===== config.mk =====
export PLATFORM = sky130hd
export DESIGN_NAME = ppta_div
export DESIGN_NICKNAME = d
export VERILOG_FILES = /design/src/rtl/per_pixel_temporal_moving_average_assert.svh /design/src/rtl/ppta_pkg.sv /design/src/rtl/ppta_div.sv
export SDC_FILE = /design/constraint.sdc
export NUM_CORES = 1
export LEC_CHECK = 0
export ABC_CLOCK_PERIOD_IN_PS = 800
export BUFFER_PORTS_ARGS = -buffer_cell sky130_fd_sc_hd__buf_2
export CORE_AREA = 2 2 39 41
export DETAILED_ROUTE_END_ITERATION = 12
export DIE_AREA = 0 0 41 43
export PLACE_DENSITY = 0.71
export SYNTH_ARGS = -nofsm -noshare
export SYNTH_HDL_FRONTEND = slang
export SYNTH_SLANG_ARGS = --single-unit

===== constraint.sdc =====
create_clock -name clk -period 0.8 [get_ports clk]
set_input_delay 0 -clock clk [delete_from_list [all_inputs] [get_ports clk]]
set_output_delay 0 -clock clk [all_outputs]
set_load 0.02 [all_outputs]

===== src/rtl/per_pixel_temporal_moving_average_assert.svh =====
// Assertion macros for the per-pixel temporal moving average block.
`ifndef PER_PIXEL_TEMPORAL_MOVING_AVERAGE_ASSERT_SVH
`define PER_PIXEL_TEMPORAL_MOVING_AVERAGE_ASSERT_SVH

// Check a condition at every clock edge outside reset.
`define PPTA_ASSERT_NOW(lbl, cond, msg) \
  lbl: assert property (@(posedge clk) disable iff (!rst_n) (cond)) else $error(msg);

// Check a consequence in the cycle after its trigger.
`define PPTA_ASSERT_NEXT(lbl, ante, cons, msg) \
  lbl: assert property (@(posedge clk) disable iff (!rst_n) (ante) |=> (cons)) else $error(msg);

`endif


===== src/rtl/ppta_pkg.sv =====
// Shared constants and types for the per-pixel temporal moving average block.
package ppta_pkg;

  localparam int unsigned FRAMES       = 16;
  localparam int unsigned FRAME_PIXELS = 217088;
  localparam int unsigned SAMPLE_W     = 16;

  localparam int unsigned POS_W  = (FRAME_PIXELS > 1) ? $clog2(FRAME_PIXELS) : 1;
  localparam int unsigned SLOT_W = (FRAMES > 1) ? $clog2(FRAMES) : 1;
  localparam int unsigned CELLS  = FRAMES * FRAME_PIXELS;
  localparam int unsigned CELL_W = (CELLS > 1) ? $clog2(CELLS) : 1;
  localparam int unsigned SUM_W  = $clog2(FRAMES * ((1 << SAMPLE_W) - 1) + 1);

  // Reciprocal for exact floor division of a SUM_W-bit value by FRAMES.
  localparam int unsigned DIV_SHIFT = SUM_W + $clog2(FRAMES);
  localparam int unsigned MULT_W    = SUM_W + 1;
  localparam int unsigned PROD_W    = SUM_W + MULT_W;
  localparam longint unsigned DIV_MULT =
    ((64'd1 << DIV_SHIFT) + FRAMES - 1) / FRAMES;

  typedef logic [SAMPLE_W-1:0] sample_t;
  typedef logic [POS_W-1:0]    pos_t;
  typedef logic [SLOT_W-1:0]   slot_t;
  typedef logic [CELL_W-1:0]   cell_t;
  typedef logic [SUM_W-1:0]    sum_t;

  // One pixel update handed to the read-modify-write stage.
  typedef struct packed {
    sample_t sample;
    pos_t    pos;
    cell_t   hist_addr;
    logic    last;
    logic    sum_ok;
    logic    hist_ok;
  } rmw_req_t;

  // Updated running sum of one pixel.
  typedef struct packed {
    sum_t sum;
    logic last;
  } rmw_res_t;

endpackage


===== src/rtl/ppta_div.sv =====
// Registered floor division of a running sum by the window frame count.
module ppta_div (
  input  logic            clk,
  input  logic            en,
  input  ppta_pkg::sum_t  sum,
  output ppta_pkg::sample_t quot
);
  import ppta_pkg::*;

  localparam logic [MULT_W-1:0] MULT = MULT_W'(DIV_MULT);

  logic [PROD_W-1:0] prod;
  logic [PROD_W-1:0] shifted;
  sample_t           quot_r;

  assign prod    = PROD_W'(sum) * PROD_W'(MULT);
  assign shifted = prod >> DIV_SHIFT;

  always_ff @(posedge clk) begin
    if (en) begin
      quot_r <= shifted[SAMPLE_W-1:0];
    end
  end

  assign quot = quot_r;

endmodule


==> results of run 1 <==
## cell type report
cell class	count	area (sq um)	area share
clock buffers	3	22.5	0.0244
well taps	16	20.0	0.0217
repair buffers	49	400	0.434
flip-flops and latches	16	480	0.520
## report_power, final
group	switching (mW)	internal (mW)
combinational	0.139	0.175
sequential	0.0250	0.996
clock	0.210	0.174
total	0.374	1.35
## worst min-delay path by stage
stage	end	slack, ps	cells past startpoint
floorplan	quot[0]$_DFFE_PP_	100	0
global placement	quot[3]$_DFFE_PP_	180	1
detailed placement	quot[14]$_DFFE_PP_	180	1
CTS	quot[4]$_DFFE_PP_	140	1
global route	quot[13]$_DFFE_PP_	160	1
finish	quot[13]$_DFFE_PP_	150	1
## repair_timing
| action | CTS | global route |
|---|---|---|
| hold buffers | 16 | 0 |
| endpoints found under the setup margin | 12 | 16 |
| endpoints found under the hold margin | 16 | 0 |
| resized for setup | 4 | 20 |
| buffers inserted | 0 | 0 |
## cells in the mapped netlist, drive strengths merged
| library cell | instances | area share |
|---|---|---|
| edfxtp | 16 | 1.0 |
## cells by family (layout without fill, tap and decap cells)
kind of cell,count (synthesis),count (layout),share of synthesized area
DFF,16,16,1.00
buffers and inverters,0,52,0
## per-layer routing
layer,vias up,global-route usage
li1,170,-
met4,0,0.0800
met5,-,0
met3,2,0.0681
met1,144,0.135
met2,26,0.191
## stage by stage
stage / hold WS (ps) / power [mW] / util / cell area [sq um]
3_3_place_gp: 176 / 1.22 / 0.481 / 666
6_report: 148 / 1.72 / 0.667 / 923
5_1_grt: 156 / 1.80 / 0.667 / 923
4_1_cts: 145 / 1.69 / 0.622 / 861
2_1_floorplan: 98.9 / 1.12 / - / 480
3_5_place_dp: 178 / 1.23 / 0.481 / 666
==> impl_metrics.yaml, run 1 <==
job:
  drv_cap: 0
yosys:
  netlist_area_sq_um: 480
  ys_types: 1
  yosys_warnings: 0
  netlist_instances: 16
  ys_seq_elements: 16
  yosysSeqAreaShare: 1.00
  synth.avg_cell_area_sq_um: 30.0
  syn_nets: 38
global_routing:
  grtUsageTotal: 0.128
  grt_pass1_wl_um: 1420
  grt_pass1_vias: 347
  grt_overflow: 0
  antenna_found_initial: 0
  grt_max_degree: 17
cts:
  clk_pin_slew_ps: 80
  numCtsBuffers: 3
  root_buffer: "clkbuf_4"
  cts_sinks: 16
  cts_tree: "yes"
  cts_buffer_depth: 2
  cts-htree-levels: 1
routing:
  via_per_inst: 4.07
  wl_met1_um: 355
  first_iter_violations: 4
  vias: 342
  wl_per_cell_um: 12.0
  wl_met3_um: 119
  drc: 0
  met2WireLength_um: 523
  first_pass_iters: 2
  top_layer: "met4"
  ant_nets: 0
  wl_um: 1010
finish:
  areaGrowthSynthToFinish_pct: 92.2
  mostFrequentLayoutCell: "buf_2"
  n_fill_cell: 108
  layout_common_cells: "21 x buf_2, 16 x dlygate4sd3_1, 16 x edfxtp_1"
  stdcell_count: 84
  nMultiInputCombCells: 0
  diodes: 0
  largest_reg_flops: 16
  layout-drive-gt1-share: 0.529
  multiInputGateArea_sq_um: 0
  final_nets: 92
placed_design:
  dp_cells: 65
  numPortBuffers: 33
  gp_congestion: 0.581
  pre_cts_ws_ps: 142
hold_path:
  min_path_type: "in -> reg"
  worstHoldStart: "en"
worst_setup_path:
  worst_path_max_delay_cell: "edfxtp_1"
  worstPathArrival_ps: 830
  cp_max_fo: 1
  cp_top_family: "flip-flops"
  cp.depth: 1
  cp_cell_sequence: "buf_6"
  worstSetupStartpointType: "flip-flop"
  cp_slowest_stage_delay_ps: 400
  timing.critical_path.buf_inv: 1
  crit_required_ps: 800
  crit_path_end_kind: "primary output"
  crit_type: "reg -> out"
  worst_setup_path_startpoint: "quot[15]$_DFFE_PP_"
  crit_path_end: "quot[15]"
sta:
  finalSetupViolations: 7
  finalCriticalPeriod_ps: 825
  max_freq_mhz: 1210
  drv_slew: 0
  hold_violations: 0
  fin_crit_sh: 1.03
  rsz0062_at_grt: "yes"
  max-slew-margin-rel: 0.774
  layout_setup_ws_ps: -25.4
  tightest_slew_ps: 339
  fin_tns_setup_ps: -63.9
floorplan:
  io-pin-count: 38
  die_w_um: 41
  die_height_um: 43
  fp.coreArea_sq_um: 1380
  die_area_sq_um: 1760
  num_rows: 14
  start_util: 0.347
pwr:
  leakagePower_nw: 0.392
  ir_drop_v: 0.00108
  powerDensity_nw_per_um2: 1860
status:
  failed_checks: "negative setup slack"
  status: "finished, violations left"
(Power assumes the default switching activity.)
==> run 2, diff against run 1 <==
--- a/config.mk
+++ b/config.mk
@@ -5,9 +5,11 @@
 export SDC_FILE = /design/constraint.sdc
 export NUM_CORES = 1
 export LEC_CHECK = 0
+export ABC_AREA = 1
 export ABC_CLOCK_PERIOD_IN_PS = 800
 export BUFFER_PORTS_ARGS = -buffer_cell sky130_fd_sc_hd__buf_2
 export CORE_AREA = 2 2 39 41
+export CTS_BUF_LIST = sky130_fd_sc_hd__clkbuf_8
 export DETAILED_ROUTE_END_ITERATION = 12
 export DIE_AREA = 0 0 41 43
 export PLACE_DENSITY = 0.71
==> impl_metrics.yaml, run 2 (synthesis gave the netlist of run 1 again) <==
status:
  status: "finished, final reports clean"
finish:
  diodes: 0
  layout-drive-gt1-share: 0.529
  mostFrequentLayoutCell: "buf_2"
  largest_reg_flops: 16
  register_area_sq_um: 480
  nMultiInputCombCells: 0
  stdcell_count: 84
  n_fill_cell: 108
  areaGrowthSynthToFinish_pct: 89.6
  final_nets: 92
  layout_common_cells: "26 x buf_2, 16 x dlygate4sd3_1, 16 x edfxtp_1"
  final_core_util: 0.658
  multiInputGateArea_sq_um: 0
routing:
  first_pass_iters: 3
  ant_nets: 0
  wl_um: 995
  via_per_inst: 4.14
  vias: 348
  drc: 0
  wl_per_cell_um: 11.8
  first_iter_violations: 5
worst_setup_path:
  worst_path_max_delay_cell: "edfxtp_1"
  worstPathArrival_ps: 780
  worstSetupStartpointType: "flip-flop"
  timing.critical_path.buf_inv: 1
  cp_top_family: "flip-flops"
  cp_cell_sequence: "buf_6"
  crit_required_ps: 800
  crit_type: "reg -> out"
  crit_path_end_kind: "primary output"
  cp_max_fo: 1
  cp_slowest_stage_delay_ps: 390
floorplan:
  die_area_sq_um: 1760
  die_height_um: 43
  start_util: 0.347
  die_w_um: 41
  fp.coreArea_sq_um: 1380
  io-pin-count: 38
  num_rows: 14
sta:
  hold_violations: 0
  fin_tns_setup_ps: 0
  max_freq_mhz: 1290
  fin_crit_sh: 0.970
  max-slew-margin-rel: 0.774
  drv_slew: 0
  tightest_slew_ps: 339
  finalSetupViolations: 0
  whs_ps: 177
  finalCriticalPeriod_ps: 776
  rsz0062_at_grt: "yes"
cts:
  cts_sinks: 16
  cts-htree-levels: 1
  numCtsBuffers: 3
  root_buffer: "clkbuf_8"
  cts_buffer_depth: 2
  clk_pin_slew_ps: 60
  cts_tree: "yes"
  post_cts.repair.setup_buffers: 0
global_routing:
  grt_overflow: 0
  grt_pass1_vias: 346
  grt_max_degree: 17
  antenna_found_initial: 0
  grt_pass1_wl_um: 1450
  grtUsageTotal: 0.136
placed_design:
  dp_cells: 65
  numPortBuffers: 33
  gp_congestion: 0.581
pwr:
  leakagePower_nw: 0.390
  ir_drop_v: 0.00107
  powerDensity_nw_per_um2: 2070
job:
  drv_cap: 0
hold_path:
  min_path_type: "in -> reg"
[run 2: layout make-up]
cell class,instances,area share
timing repair buffer,49,0.405
tap,16,0.0220
sequential,16,0.527
clock buffer,3,0.0453
[run 2: path summary, 6_finish.rpt]
path,startpoint,end,slack (ps),cells after the start
setup / recovery,quot[10]$_DFFE_PP_,quot[10],20,1
hold / removal,en,quot[3]$_DFFE_PP_,180,1
[run 2: timing repair]
action,in CTS,in global routing
gates resized for setup,0,14
hold endpoints to repair,16,0
hold buffers,16,0
endpoints found under the setup margin,0,7
[run 2: layer usage]
| layer | part of all wire | track usage |
|---|---|---|
| met1 | 0.37 | 0.139 |
| met5 | 0 | 0 |
| met2 | 0.46 | 0.191 |
| met3 | 0.13 | 0.0681 |
| met4 | 0.036 | 0.120 |
[run 2: per-stage QoR]
stage / power, mW / setup slack, ps / instance area (sq um)
2_1_floorplan: 1.12 / 351 / 480
3_3_place_gp: 1.22 / 158 / 666
3_5_place_dp: 1.23 / 142 / 666
4_1_cts: 1.87 / 14.0 / 867
5_1_grt: 1.96 / -14.3 / 911
6_report: 1.88 / 23.7 / 911
[run 2: report_power, final]
| part | switching (mW) | total, mW | internal [mW] |
|---|---|---|---|
| sequential | 0.0199 | 1.02 | 0.998 |
| combinational | 0.138 | 0.291 | 0.153 |
| clock | 0.243 | 0.576 | 0.333 |
| total | 0.401 | 1.88 | 1.48 |
